## src/rtl/joint_command_limiter_macros.svh

```systemverilog
// assertion macros for the joint command limiter
// used by rtl files that check their own logic; clk and rst_n must be in scope
`ifndef JOINT_COMMAND_LIMITER_MACROS_SVH
`define JOINT_COMMAND_LIMITER_MACROS_SVH

`ifndef SYNTH

// same-cycle implication, disabled during reset
`define JCL_ASSERT_IMPL(label, ante, cons) \
    label: assert property (@(posedge clk) disable iff (!rst_n) (ante) |-> (cons)) \
        else $error("joint_command_limiter assertion failed");

// next-cycle implication, disabled during reset
`define JCL_ASSERT_NEXT(label, ante, cons) \
    label: assert property (@(posedge clk) disable iff (!rst_n) (ante) |=> (cons)) \
        else $error("joint_command_limiter assertion failed");

`else

`define JCL_ASSERT_IMPL(label, ante, cons)
`define JCL_ASSERT_NEXT(label, ante, cons)

`endif

`endif

```

## src/rtl/jcl_pkg.sv

```systemverilog
// shared types, constants and helpers for the joint command limiter
// no dependencies; imported by every rtl module of the block
package jcl_pkg;

    localparam int DATA_WIDTH      = 24;
    localparam int MAG_WIDTH       = DATA_WIDTH - 1;
    localparam int APB_DATA_WIDTH  = (DATA_WIDTH > 32) ? 64 : 32;
    localparam int REG_ADDR_LSB    = (DATA_WIDTH > 32) ? 3 : 2;
    localparam int REG_INDEX_WIDTH = 3;
    localparam int APB_ADDR_WIDTH  = REG_ADDR_LSB + REG_INDEX_WIDTH;

    typedef logic signed [DATA_WIDTH-1:0] data_t;
    typedef logic signed [DATA_WIDTH:0]   wide_t;
    typedef logic [MAG_WIDTH-1:0]         mag_t;
    typedef logic [APB_DATA_WIDTH-1:0]    apb_data_t;
    typedef logic [APB_ADDR_WIDTH-1:0]    apb_addr_t;

    localparam data_t DATA_MAX = {1'b0, {MAG_WIDTH{1'b1}}};
    localparam data_t DATA_MIN = {1'b1, {MAG_WIDTH{1'b0}}};

    typedef enum logic [REG_INDEX_WIDTH-1:0] {
        REG_STEP_LIMIT,
        REG_POSITION_MIN,
        REG_POSITION_MAX,
        REG_TORQUE_LIMIT,
        REG_SLEW_ENABLE,
        REG_TORQUE_CLIP_ENABLE,
        REG_GRIPPER_MODE,
        REG_BLOCK_TORQUE_THRESHOLD
    } reg_index_t;

    typedef struct packed {
        mag_t  step_limit;
        data_t position_min;
        data_t position_max;
        mag_t  torque_limit;
        logic  slew_enable;
        logic  torque_clip_enable;
        logic  gripper_mode;
        mag_t  block_torque_threshold;
    } cfg_t;

    localparam cfg_t CFG_RESET = '{
        step_limit:             '0,
        position_min:           '0,
        position_max:           '0,
        torque_limit:           '0,
        slew_enable:            1'b1,
        torque_clip_enable:     1'b1,
        gripper_mode:           1'b0,
        block_torque_threshold: '0
    };

    typedef struct packed {
        data_t cmd_position;
        data_t cmd_velocity;
        data_t cmd_torque;
        data_t measured_position;
        data_t measured_torque;
        logic  gain_active;
    } item_t;

    typedef struct packed {
        data_t out_position;
        data_t out_velocity;
        data_t out_torque;
        logic  slew_limited;
        logic  range_clamped;
        logic  torque_clamped;
        logic  motion_held;
    } result_t;

    // sign-extend by one bit so sums and differences cannot wrap
    function automatic wide_t widen(data_t v);
        return {v[DATA_WIDTH-1], v};
    endfunction

    // zero-extend an unsigned magnitude to the wide signed form
    function automatic wide_t widen_mag(mag_t v);
        return {2'b00, v};
    endfunction

    function automatic data_t saturate(wide_t v);
        data_t r;
        if (v[DATA_WIDTH] != v[DATA_WIDTH-1])
        begin
            r = v[DATA_WIDTH] ? DATA_MIN : DATA_MAX;
        end
        else
        begin
            r = v[DATA_WIDTH-1:0];
        end
        return r;
    endfunction

    // magnitude of a wide value, read as unsigned
    function automatic logic [DATA_WIDTH:0] magnitude(wide_t v);
        logic [DATA_WIDTH:0] r;
        if (v[DATA_WIDTH])
        begin
            r = -v;
        end
        else
        begin
            r = v;
        end
        return r;
    endfunction

endpackage

```

## src/rtl/jcl_regs.sv

```systemverilog
// configuration register file with its apb-style access port
// depends on jcl_pkg for register indexes, widths and the cfg_t bundle
module jcl_regs (
    input  logic                clk,
    input  logic                rst_n,
    input  logic                psel,
    input  logic                penable,
    input  logic                pwrite,
    input  jcl_pkg::apb_addr_t  paddr,
    input  jcl_pkg::apb_data_t  pwdata,
    output jcl_pkg::apb_data_t  prdata,
    output logic                pready,
    output jcl_pkg::cfg_t       cfg
);
    import jcl_pkg::*;

    cfg_t       cfg_reg;
    cfg_t       cfg_next;
    reg_index_t index;
    logic       write_en;

    assign pready   = 1'b1;
    assign write_en = psel && penable && pwrite;
    assign index    = reg_index_t'(paddr[APB_ADDR_WIDTH-1:REG_ADDR_LSB]);
    assign cfg      = cfg_reg;

    always_comb
    begin
        cfg_next = cfg_reg;
        if (write_en)
        begin
            case (index)
                REG_STEP_LIMIT:
                    cfg_next.step_limit = pwdata[MAG_WIDTH-1:0];
                REG_POSITION_MIN:
                    cfg_next.position_min = pwdata[DATA_WIDTH-1:0];
                REG_POSITION_MAX:
                    cfg_next.position_max = pwdata[DATA_WIDTH-1:0];
                REG_TORQUE_LIMIT:
                    cfg_next.torque_limit = pwdata[MAG_WIDTH-1:0];
                REG_SLEW_ENABLE:
                    cfg_next.slew_enable = pwdata[0];
                REG_TORQUE_CLIP_ENABLE:
                    cfg_next.torque_clip_enable = pwdata[0];
                REG_GRIPPER_MODE:
                    cfg_next.gripper_mode = pwdata[0];
                REG_BLOCK_TORQUE_THRESHOLD:
                    cfg_next.block_torque_threshold = pwdata[MAG_WIDTH-1:0];
                default:
                    cfg_next = cfg_reg;
            endcase
        end
    end

    always_ff @(posedge clk or negedge rst_n)
    begin
        if (!rst_n)
        begin
            cfg_reg <= CFG_RESET;
        end
        else
        begin
            cfg_reg <= cfg_next;
        end
    end

    // limits read back sign-extended, magnitudes zero-extended
    always_comb
    begin
        case (index)
            REG_STEP_LIMIT:
                prdata = APB_DATA_WIDTH'(cfg_reg.step_limit);
            REG_POSITION_MIN:
                prdata = APB_DATA_WIDTH'(cfg_reg.position_min);
            REG_POSITION_MAX:
                prdata = APB_DATA_WIDTH'(cfg_reg.position_max);
            REG_TORQUE_LIMIT:
                prdata = APB_DATA_WIDTH'(cfg_reg.torque_limit);
            REG_SLEW_ENABLE:
                prdata = APB_DATA_WIDTH'(cfg_reg.slew_enable);
            REG_TORQUE_CLIP_ENABLE:
                prdata = APB_DATA_WIDTH'(cfg_reg.torque_clip_enable);
            REG_GRIPPER_MODE:
                prdata = APB_DATA_WIDTH'(cfg_reg.gripper_mode);
            REG_BLOCK_TORQUE_THRESHOLD:
                prdata = APB_DATA_WIDTH'(cfg_reg.block_torque_threshold);
            default:
                prdata = '0;
        endcase
    end

endmodule

```

## src/rtl/jcl_shaper.sv

```systemverilog
// combinational command shaping: slew limit, range clamp, gripper hold, torque clamp
// depends on jcl_pkg for item, result and configuration types and helpers
module jcl_shaper (
    input  jcl_pkg::item_t   item,
    input  jcl_pkg::data_t   last_position,
    input  jcl_pkg::cfg_t    cfg,
    output jcl_pkg::result_t result
);
    import jcl_pkg::*;

    wide_t               step_diff;
    logic [DATA_WIDTH:0] step_mag;
    logic                step_too_big;
    wide_t               step_sum;
    data_t               slew_position;
    logic                slewed;
    data_t               range_position;
    logic                ranged;
    wide_t               torque_meas_w;
    logic [DATA_WIDTH:0] torque_meas_mag;
    logic                torque_blocking;
    wide_t               hold_diff;
    logic                meas_positive;
    logic                held;
    wide_t               cmd_torque_w;
    wide_t               torque_limit_w;
    data_t               torque_out;
    logic                torque_clamped;

    // slew limit against the last output position
    assign step_diff    = widen(item.cmd_position) - widen(last_position);
    assign step_mag     = magnitude(step_diff);
    assign step_too_big = step_mag > {2'b00, cfg.step_limit};
    assign step_sum     = step_diff[DATA_WIDTH]
                          ? widen(last_position) - widen_mag(cfg.step_limit)
                          : widen(last_position) + widen_mag(cfg.step_limit);

    always_comb
    begin
        slew_position = item.cmd_position;
        slewed        = 1'b0;
        if (cfg.slew_enable)
        begin
            if (item.gain_active)
            begin
                if (step_too_big)
                begin
                    slew_position = saturate(step_sum);
                    slewed        = 1'b1;
                end
            end
            else
            begin
                slew_position = item.measured_position;
            end
        end
    end

    // lower limit checked first; if inverted, values below it take it, others the upper
    always_comb
    begin
        range_position = slew_position;
        ranged         = 1'b0;
        if ($signed(slew_position) < $signed(cfg.position_min))
        begin
            range_position = cfg.position_min;
            ranged         = 1'b1;
        end
        else if ($signed(slew_position) > $signed(cfg.position_max))
        begin
            range_position = cfg.position_max;
            ranged         = 1'b1;
        end
    end

    // gripper hold: motion in the direction the measured torque pushes is stopped
    assign torque_meas_w   = widen(item.measured_torque);
    assign torque_meas_mag = magnitude(torque_meas_w);
    assign torque_blocking = torque_meas_mag > {2'b00, cfg.block_torque_threshold};
    assign hold_diff       = widen(range_position) - widen(last_position);
    assign meas_positive   = !item.measured_torque[DATA_WIDTH-1]
                             && (item.measured_torque != '0);
    assign held = cfg.gripper_mode && torque_blocking
                  && ((meas_positive && !hold_diff[DATA_WIDTH] && (hold_diff != '0))
                      || (!meas_positive && hold_diff[DATA_WIDTH]));

    // symmetric torque clamp when enabled; gripper mode forces zero torque
    assign cmd_torque_w   = widen(item.cmd_torque);
    assign torque_limit_w = widen_mag(cfg.torque_limit);

    always_comb
    begin
        torque_out     = item.cmd_torque;
        torque_clamped = 1'b0;
        if (cfg.gripper_mode)
        begin
            torque_out = '0;
        end
        else if (cfg.torque_clip_enable)
        begin
            if ($signed(cmd_torque_w) > $signed(torque_limit_w))
            begin
                torque_out     = torque_limit_w[DATA_WIDTH-1:0];
                torque_clamped = 1'b1;
            end
            else if ($signed(cmd_torque_w) < -$signed(torque_limit_w))
            begin
                torque_out     = data_t'(-torque_limit_w);
                torque_clamped = 1'b1;
            end
        end
    end

    always_comb
    begin
        result.out_position   = held ? last_position : range_position;
        result.out_velocity   = cfg.gripper_mode ? data_t'(0) : item.cmd_velocity;
        result.out_torque     = torque_out;
        result.slew_limited   = slewed;
        result.range_clamped  = ranged;
        result.torque_clamped = torque_clamped;
        result.motion_held    = held;
    end

endmodule

```

## src/rtl/joint_command_limiter.sv

```systemverilog
// top level of the joint command limiter: input register, shaper, result register
// depends on jcl_pkg, jcl_regs, jcl_shaper and joint_command_limiter_macros.svh
//
// An item is captured in the input register at its input transfer, shaped in a
// single combinational pass, and stored in the result register together with
// the new last output position, from which its result transfers out. The
// block accepts one item every cycle while in_stall is low; the shaper closes
// the loop through the last-position register. in_stall rises only while both
// registers hold items and out_stall is high. The user must write
// configuration over the register port only while the block is idle; the
// block itself does not enforce this.
`include "joint_command_limiter_macros.svh"

module joint_command_limiter (
    input  logic                clk,
    input  logic                rst_n,
    input  logic                psel,
    input  logic                penable,
    input  logic                pwrite,
    input  jcl_pkg::apb_addr_t  paddr,
    input  jcl_pkg::apb_data_t  pwdata,
    output jcl_pkg::apb_data_t  prdata,
    output logic                pready,
    input  logic                in_valid,
    output logic                in_stall,
    input  jcl_pkg::data_t      cmd_position,
    input  jcl_pkg::data_t      cmd_velocity,
    input  jcl_pkg::data_t      cmd_torque,
    input  jcl_pkg::data_t      measured_position,
    input  jcl_pkg::data_t      measured_torque,
    input  logic                gain_active,
    output logic                out_valid,
    input  logic                out_stall,
    output jcl_pkg::data_t      out_position,
    output jcl_pkg::data_t      out_velocity,
    output jcl_pkg::data_t      out_torque,
    output logic                slew_limited,
    output logic                range_clamped,
    output logic                torque_clamped,
    output logic                motion_held
);
    import jcl_pkg::*;

    cfg_t    cfg;
    item_t   item_reg;
    item_t   item_next;
    logic    in_valid_reg;
    logic    in_valid_next;
    result_t result_reg;
    result_t result_next;
    result_t shaped;
    logic    out_valid_reg;
    logic    out_valid_next;
    data_t   last_pos_reg;
    data_t   last_pos_next;
    logic    in_take;
    logic    advance;

    jcl_regs u_regs (
        .clk     (clk),
        .rst_n   (rst_n),
        .psel    (psel),
        .penable (penable),
        .pwrite  (pwrite),
        .paddr   (paddr),
        .pwdata  (pwdata),
        .prdata  (prdata),
        .pready  (pready),
        .cfg     (cfg)
    );

    jcl_shaper u_shaper (
        .item          (item_reg),
        .last_position (last_pos_reg),
        .cfg           (cfg),
        .result        (shaped)
    );

    // the held item moves on whenever the result register is free or draining
    assign advance  = in_valid_reg && (!out_valid_reg || !out_stall);
    assign in_stall = in_valid_reg && out_valid_reg && out_stall;
    assign in_take  = in_valid && !in_stall;

    always_comb
    begin
        in_valid_next  = in_take || (in_valid_reg && !advance);
        out_valid_next = advance || (out_valid_reg && out_stall);
        last_pos_next  = advance ? shaped.out_position : last_pos_reg;
        result_next    = advance ? shaped : result_reg;
        if (in_take)
        begin
            item_next.cmd_position      = cmd_position;
            item_next.cmd_velocity      = cmd_velocity;
            item_next.cmd_torque        = cmd_torque;
            item_next.measured_position = measured_position;
            item_next.measured_torque   = measured_torque;
            item_next.gain_active       = gain_active;
        end
        else
        begin
            item_next = item_reg;
        end
    end

    always_ff @(posedge clk or negedge rst_n)
    begin
        if (!rst_n)
        begin
            in_valid_reg  <= 1'b0;
            out_valid_reg <= 1'b0;
            last_pos_reg  <= '0;
        end
        else
        begin
            in_valid_reg  <= in_valid_next;
            out_valid_reg <= out_valid_next;
            last_pos_reg  <= last_pos_next;
        end
    end

    always_ff @(posedge clk)
    begin
        item_reg   <= item_next;
        result_reg <= result_next;
    end

    assign out_valid      = out_valid_reg;
    assign out_position   = result_reg.out_position;
    assign out_velocity   = result_reg.out_velocity;
    assign out_torque     = result_reg.out_torque;
    assign slew_limited   = result_reg.slew_limited;
    assign range_clamped  = result_reg.range_clamped;
    assign torque_clamped = result_reg.torque_clamped;
    assign motion_held    = result_reg.motion_held;

    // the saved position always matches the latest result
    `JCL_ASSERT_IMPL(a_last_pos_tracks_result, out_valid_reg,
        last_pos_reg == result_reg.out_position)
    // stall only when both registers are occupied
    `JCL_ASSERT_IMPL(a_stall_only_when_full, in_stall, in_valid_reg && out_valid_reg)
    // a held gripper step never carries a torque command
    `JCL_ASSERT_IMPL(a_hold_zero_torque, out_valid_reg && result_reg.motion_held,
        result_reg.out_torque == '0 && !result_reg.torque_clamped)
    // a drained result register empties when nothing waits behind it
    `JCL_ASSERT_NEXT(a_drain_empties, out_valid_reg && !out_stall && !in_valid_reg,
        !out_valid_reg)

endmodule
```

## config.mk

```make
export PLATFORM = sky130hd
export DESIGN_NAME = joint_command_limiter
export DESIGN_NICKNAME = d
export VERILOG_FILES = /design/src/rtl/jcl_pkg.sv /design/src/rtl/jcl_regs.sv /design/src/rtl/jcl_shaper.sv /design/src/rtl/joint_command_limiter.sv
export VERILOG_INCLUDE_DIRS = /design/src /design/src/rtl
export SDC_FILE = /design/constraint.sdc
export NUM_CORES = 1
export LEC_CHECK = 0
export BUFFER_PORTS_ARGS = -buffer_cell sky130_fd_sc_hd__buf_2
export CORE_MARGIN = 5
export CORE_UTILIZATION = 30
export CTS_BUF_LIST = sky130_fd_sc_hd__clkbuf_8
export DETAILED_ROUTE_END_ITERATION = 10
export GPL_TIMING_DRIVEN = 0
export PLACE_DENSITY = 0.46
export SLEW_MARGIN = 20
export SYNTH_ARGS = -nofsm -noshare
export SYNTH_HDL_FRONTEND = slang
export SYNTH_SLANG_ARGS = --single-unit
export TNS_END_PERCENT = 10
```

## constraint.sdc

```tcl
create_clock -name clk -period 23.8 [get_ports clk]
set_input_delay 2.38 -clock clk [delete_from_list [all_inputs] [get_ports clk]]
set_output_delay 2.38 -clock clk [all_outputs]
set_load 0.005 [all_outputs]
```

==> flow_summary.json, run 1 <==
{
  "clock_path_buffers": 3,
  "fp.dieH_um": 293,
  "synthCells": 2549,
  "ys_ff_latch": 343,
  "ios": 276,
  "clock.fmax_mhz": 54.2,
  "crit_fanout": 10,
  "portBuffers": 262,
  "peakVddDrop_mv": 0.0807,
  "power_mw": 4.70,
  "hold_path.class": "reg -> reg",
  "grt_max_degree": 83,
  "largest_register_ffs": 121,
  "synthTopCellsByArea": "edfxtp_1, dfrtp_1, ha_1, o21ai_0, nand2_1",
  "async_reset_ff_frac": 0.426,
  "rows": 103,
  "synth_largest_area_cell": "edfxtp_1",
  "cts_sinks": 343,
  "path_clk_slew_ns": 0.05,
  "p_sw_frac": 0.518,
  "place_hpwl_um": 81900,
  "worstSetupPathType": "reg -> reg",
  "critPathRequiredTime_ns": 24.32,
  "ant_nets": 0,
  "relSlewSlack": 0.238,
  "fin_nets": 3273,
  "synth_common_cells": "nand2_1, o21ai_0, ha_1",
  "synth_seq_area_share": 0.399,
  "wirelength_um": 99300,
  "drc": 0,
  "grt_pass1_wl_um": 143000,
  "setup_tns_ns": 0,
  "detail_route.first_pass.iterations": 5,
  "grt_pass1_vias": 21351,
  "placed_cell_area_um2": 26700,
  "cp.buffers_inverters": 11,
  "synthMostInstantiatedCell": "nand2_1",
  "p_seq_frac": 0.188,
  "drive_gt1_frac": 0.165,
  "htree_num_levels": 3,
  "power_density_nw_per_um2": 167,
  "endpoint_kind": "register",
  "slowest_stage": "a2111oi_2",
  "synth_warnings": 0,
  "core_um2": 79100,
  "power_leakage_nw": 12.1,
  "max_slew.worst_pin.slew_ns": 1.11,
  "cts_setup_buffers": 0,
  "start_util": 0.303,
  "max_stage_delay_ns": 0.75,
  "hold_viol_final": 0,
  "p_int_mw": 2.26,
  "power_frac_comb": 0.687,
  "hold_slack_ns": 0.496,
  "drtIter0Drc": 1504,
  "synth_nets": 2935,
  "antenna_found_initial": 7,
  "finClkSkew_ns": 0.0483,
  "drv_cap": 0,
  "switchingPower_mw": 2.43,
  "grt_usage": 0.222,
  "syn-cell-area_um2": 24000,
  "min_period_ns": 18.45,
  "viasPerCell": 5.33,
  "design_area_um2": 28000,
  "synthToLayoutAreaGrowth_pct": 16.9,
  "crit_arrival_ns": 18.97,
  "status": "finished, final reports clean",
  "hold_buffers": 0,
  "gp_congestion": 0.968,
  "cts_resized": 0,
  "fp.dieW_um": 293,
  "overflow": 0,
  "drt-wirelength-per-cell_um": 24.9,
  "syn_avg_cell_area_um2": 9.41,
  "drv_slew": 0,
  "yosys_most_used_dff": "edfxtp_1",
  "yosysTopAreaCellShare": 0.247,
  "clockPowerShare": 0.125,
  "synth_edf_count": 197,
  "rsz0062_at_grt": "false",
  "fin_crit_sh": 0.775,
  "numCtsBuffers": 70,
  "worstSkewPairLatency_ns": 0.68,
  "cts_tree": "built",
  "cp_common_cell": "a21oi_1",
  "root_buffer": "clkbuf_8",
  "startpoint_type": "register",
  "die_area_um2": 85700,
  "synth.distinct_cells": 89,
  "setup_violations": 0,
  "cp_top_family": "compound AO/OA/AOI/OAI gates",
  "vias": 21310
}
path summary, 6_finish.rpt:
| check | start | endpoint | slack (ns) | cells past startpoint |
|---|---|---|---|---|
| hold reg to reg | in_valid_reg | out_valid | 0.50 | 1 |
| setup / recovery | item_reg[97] | last_pos_reg[9] | 5.35 | 63 |
| hold / removal | in_valid_reg | out_valid | 0.50 | 1 |
| setup reg to reg | item_reg[97] | last_pos_reg[9] | 5.35 | 63 |
| max in group asynchronous | rst_n | u_regs.cfg[25] | 21.21 | 2 |
| min in group asynchronous | rst_n | last_pos_reg[4] | 1.71 | 1 |
logic make-up (layout without fill, tap and decap cells):
group,count (synthesis),in the layout,synth area share
AOI/OAI and AO/OA,716,716,0.194
buffers and inverters,293,684,0.0490
DFF,343,343,0.399
other,1,7,0.000156
adders and majority gates,221,221,0.116
muxes,109,109,0.0491
and+or+nand+nor,746,746,0.148
xor gates and xnor gates,120,120,0.0441
cells in the final DEF, fill, tap and decap left out, types with 102 or more instances in the layout:
master / count
nor2_1: 173
ha_1: 218
o21ai_0: 242
xnor2_1: 102
dfrtp_1: 144
nand2_1: 273
edfxtp_1: 197
a21oi_1: 134
inv_1: 220
buf_2: 274
metal layers:
layer  routed length, um  track usage  up-vias
met5                  27            0        -
met4                4490       0.0894        4
met3                5430       0.0338      173
met2               47600        0.379      783
met1               41700        0.283    10336
li1                    -            -    10014
power groups by stage:
stage	Sequential, mW	Clock, mW	Combinational (mW)
2_1_floorplan	0.850	0	2.17
3_3_place_gp	0.893	0	3.14
3_5_place_dp	0.890	0	3.16
4_1_cts	0.883	0.609	3.19
5_1_grt	0.897	0.634	3.50
6_report	0.883	0.588	3.22
cell type report:
class	count	area, um2
clock buffers	72	991
well taps	1050	1310
diodes	6	15.0
fillers	8209	51100
inverters	187	702
clock inverters	53	307
repair buffers	266	1420
multi-input cells	1913	13200
flip-flops and latches	343	9570
plain buffers	106	474
stage by stage:
stage	std cells	setup slack [ns]	util
after floorplan	2549	11.06	-
after global placement	3861	5.64	0.336
after detailed placement	3865	5.60	0.338
after CTS	3990	5.50	0.354
after global routing	3994	4.22	0.354
final	3996	5.35	0.354
Power figures use the tool's default switching activity.
==> run 2, diff against run 1 <==
==> constraint.sdc (replaced) <==
create_clock -name clk -period 18.2 [get_ports clk]
set_input_delay 1.82 -clock clk [delete_from_list [all_inputs] [get_ports clk]]
set_output_delay 1.82 -clock clk [all_outputs]
set_load 0.005 [all_outputs]
==> run 2 against run 1 <==
Net effect:
- fmax increased by 8.2%
- count of clock-buffer cells in the layout unchanged
- setup slack got worse by 4.2 ns
- sequential share of layout area about the same
- largest cell class unchanged
==> flow_summary.json, run 2 (synthesized netlist as in run 1, its figures left out) <==
{
  "portBuffers": 262,
  "worstSetupPathType": "reg -> reg",
  "crit_start": "item_reg[97]",
  "gp_congestion": 0.968,
  "worstSkewPairLatency_ns": 0.68,
  "fin_nets": 3273,
  "viasPerCell": 5.32,
  "clock.fmax_mhz": 58.7,
  "numCtsBuffers": 70,
  "worst_hold_path.num_cells": 1,
  "grt_pass1_vias": 21354,
  "crit_arrival_ns": 17.57,
  "placed_cell_area_um2": 26700,
  "relSlewSlack": 0.279,
  "die_area_um2": 85700,
  "grt_usage": 0.222,
  "power_density_nw_per_um2": 219,
  "fp.dieH_um": 293,
  "wirelength_um": 99100,
  "slowest_stage": "a2111oi_4",
  "hold_buffers": 0,
  "max_slew.worst_pin.slew_ns": 1.05,
  "core_um2": 79100,
  "peakVddDrop_mv": 0.105,
  "overflow": 0,
  "reg2reg_to": "last_pos_reg[9]",
  "reg2reg_depth": 61,
  "ant_nets": 0,
  "root_buffer": "clkbuf_8",
  "ios": 276,
  "drtIter0Drc": 1422,
  "min_period_ns": 17.05,
  "cts_sinks": 343,
  "endpoint_kind": "register",
  "finClkSkew_ns": 0.0473,
  "grt_max_degree": 83,
  "drive_gt1_frac": 0.167,
  "endpoint": "last_pos_reg[9]",
  "utilization": 0.355,
  "detail_route.first_pass.iterations": 5,
  "drv_cap": 0,
  "hold_viol_final": 0,
  "grt_pass1_wl_um": 143000,
  "final_common_cell": "buf_2",
  "crit_fanout": 10,
  "synthToLayoutAreaGrowth_pct": 17.1,
  "cts_tree": "built",
  "path_clk_slew_ns": 0.05,
  "worst_r2r_startpoint": "item_reg[97]",
  "design_area_um2": 28100,
  "setup_tns_ns": 0,
  "status": "finished, final reports clean",
  "drc": 0,
  "setup_violations": 0,
  "fp.dieW_um": 293,
  "drt-wirelength-per-cell_um": 24.8,
  "layout_common_cells": "buf_2, nand2_1, o21ai_0",
  "cp_common_cell": "a21oi_1",
  "hold_path.class": "reg -> reg",
  "rrSetupSlack_ns": 1.15,
  "rows": 103,
  "critPathRequiredTime_ns": 18.72,
  "fin_crit_sh": 0.937,
  "start_util": 0.303,
  "place_hpwl_um": 81900,
  "drv_slew": 0,
  "vias": 21265,
  "antenna_found_initial": 7,
  "startpoint_type": "register",
  "clock_path_buffers": 3,
  "power_leakage_nw": 12.1,
  "htree_num_levels": 3,
  "largest_register_ffs": 121,
  "max_stage_delay_ns": 0.59,
  "rsz0062_at_grt": "false"
}
==> run 2: cell types whose count changed in the layout (fill, tap and decap cells not counted) <==
cell / before / now
clkbuf_1: 71 / 68
clkbuf_2: 0 / 3
o41ai_1: 11 / 8
o41ai_2: 0 / 3
a2111oi_2: 1 / 0
a2111oi_4: 0 / 1
diode_2: 6 / 5
o21ai_1: 6 / 5
o21ai_2: 0 / 1
==> run 2: through the flow <==
step	worst slack, ns	hold WS [ns]	power [mW]	cells
after CTS	0.140	0.503	6.12	3990
after detailed placement	-0.00126	0.488	5.30	3865
after floorplan	5.46	0.449	3.94	2549
final	1.15	0.495	6.15	3995
after global routing	0.113	0.533	6.61	3994
after global placement	0.0384	0.460	5.27	3861
==> run 2: area by class of cell <==
| type | instances | area (um2) |
|---|---|---|
| diodes | 5 | 12.5 |
| plain buffers | 106 | 478 |
| clock buffers | 72 | 991 |
| clock inverters | 53 | 307 |
| fillers | 8205 | 51000 |
| inverters | 187 | 702 |
| multi-input cells | 1913 | 13300 |
| flip-flops and latches | 343 | 9570 |
| well taps | 1050 | 1310 |
| repair buffers | 266 | 1420 |
==> run 2: critical path, delay by kind of cell, from the launching register on <==
kind	cells	cell delay, ns
DFF	1	0.45
muxes	3	0.93
and+or+nand+nor	10	1.94
xor gates and xnor gates	2	0.85
AOI/OAI and AO/OA	29	7.64
buffers and inverters	10	2.82
adders and majority gates	7	2.22
==> run 2: timing repair <==
item,in CTS,in global routing
setup endpoints to repair,20,49
resized for setup,1,10
setup buffers,0,0
==> run 2: how the worst min path moves through the flow <==
| stage | from | end |
|---|---|---|
| 2_1_floorplan | in_valid_reg | out_valid |
| 3_3_place_gp | in_valid_reg | out_valid |
| 3_5_place_dp | in_valid_reg | out_valid |
| 4_1_cts | in_valid_reg | out_valid |
| 5_1_grt | in_valid_reg | out_valid |
| 6_report | in_valid_reg | out_valid |
==> run 2: per-layer routing <==
layer	GRT usage	wire length, um	share of wire
met5	0	27	0.00027
met4	0.0891	4480	0.045
met3	0.0339	5020	0.051
met2	0.379	47700	0.48
met1	0.283	42000	0.42
==> run 2: power by group <==
part	total, mW	internal, mW	switching [mW]
logic	4.23	1.56	2.67
clock network	0.767	0.390	0.378
registers	1.16	1.01	0.142
total	6.15	2.97	3.19
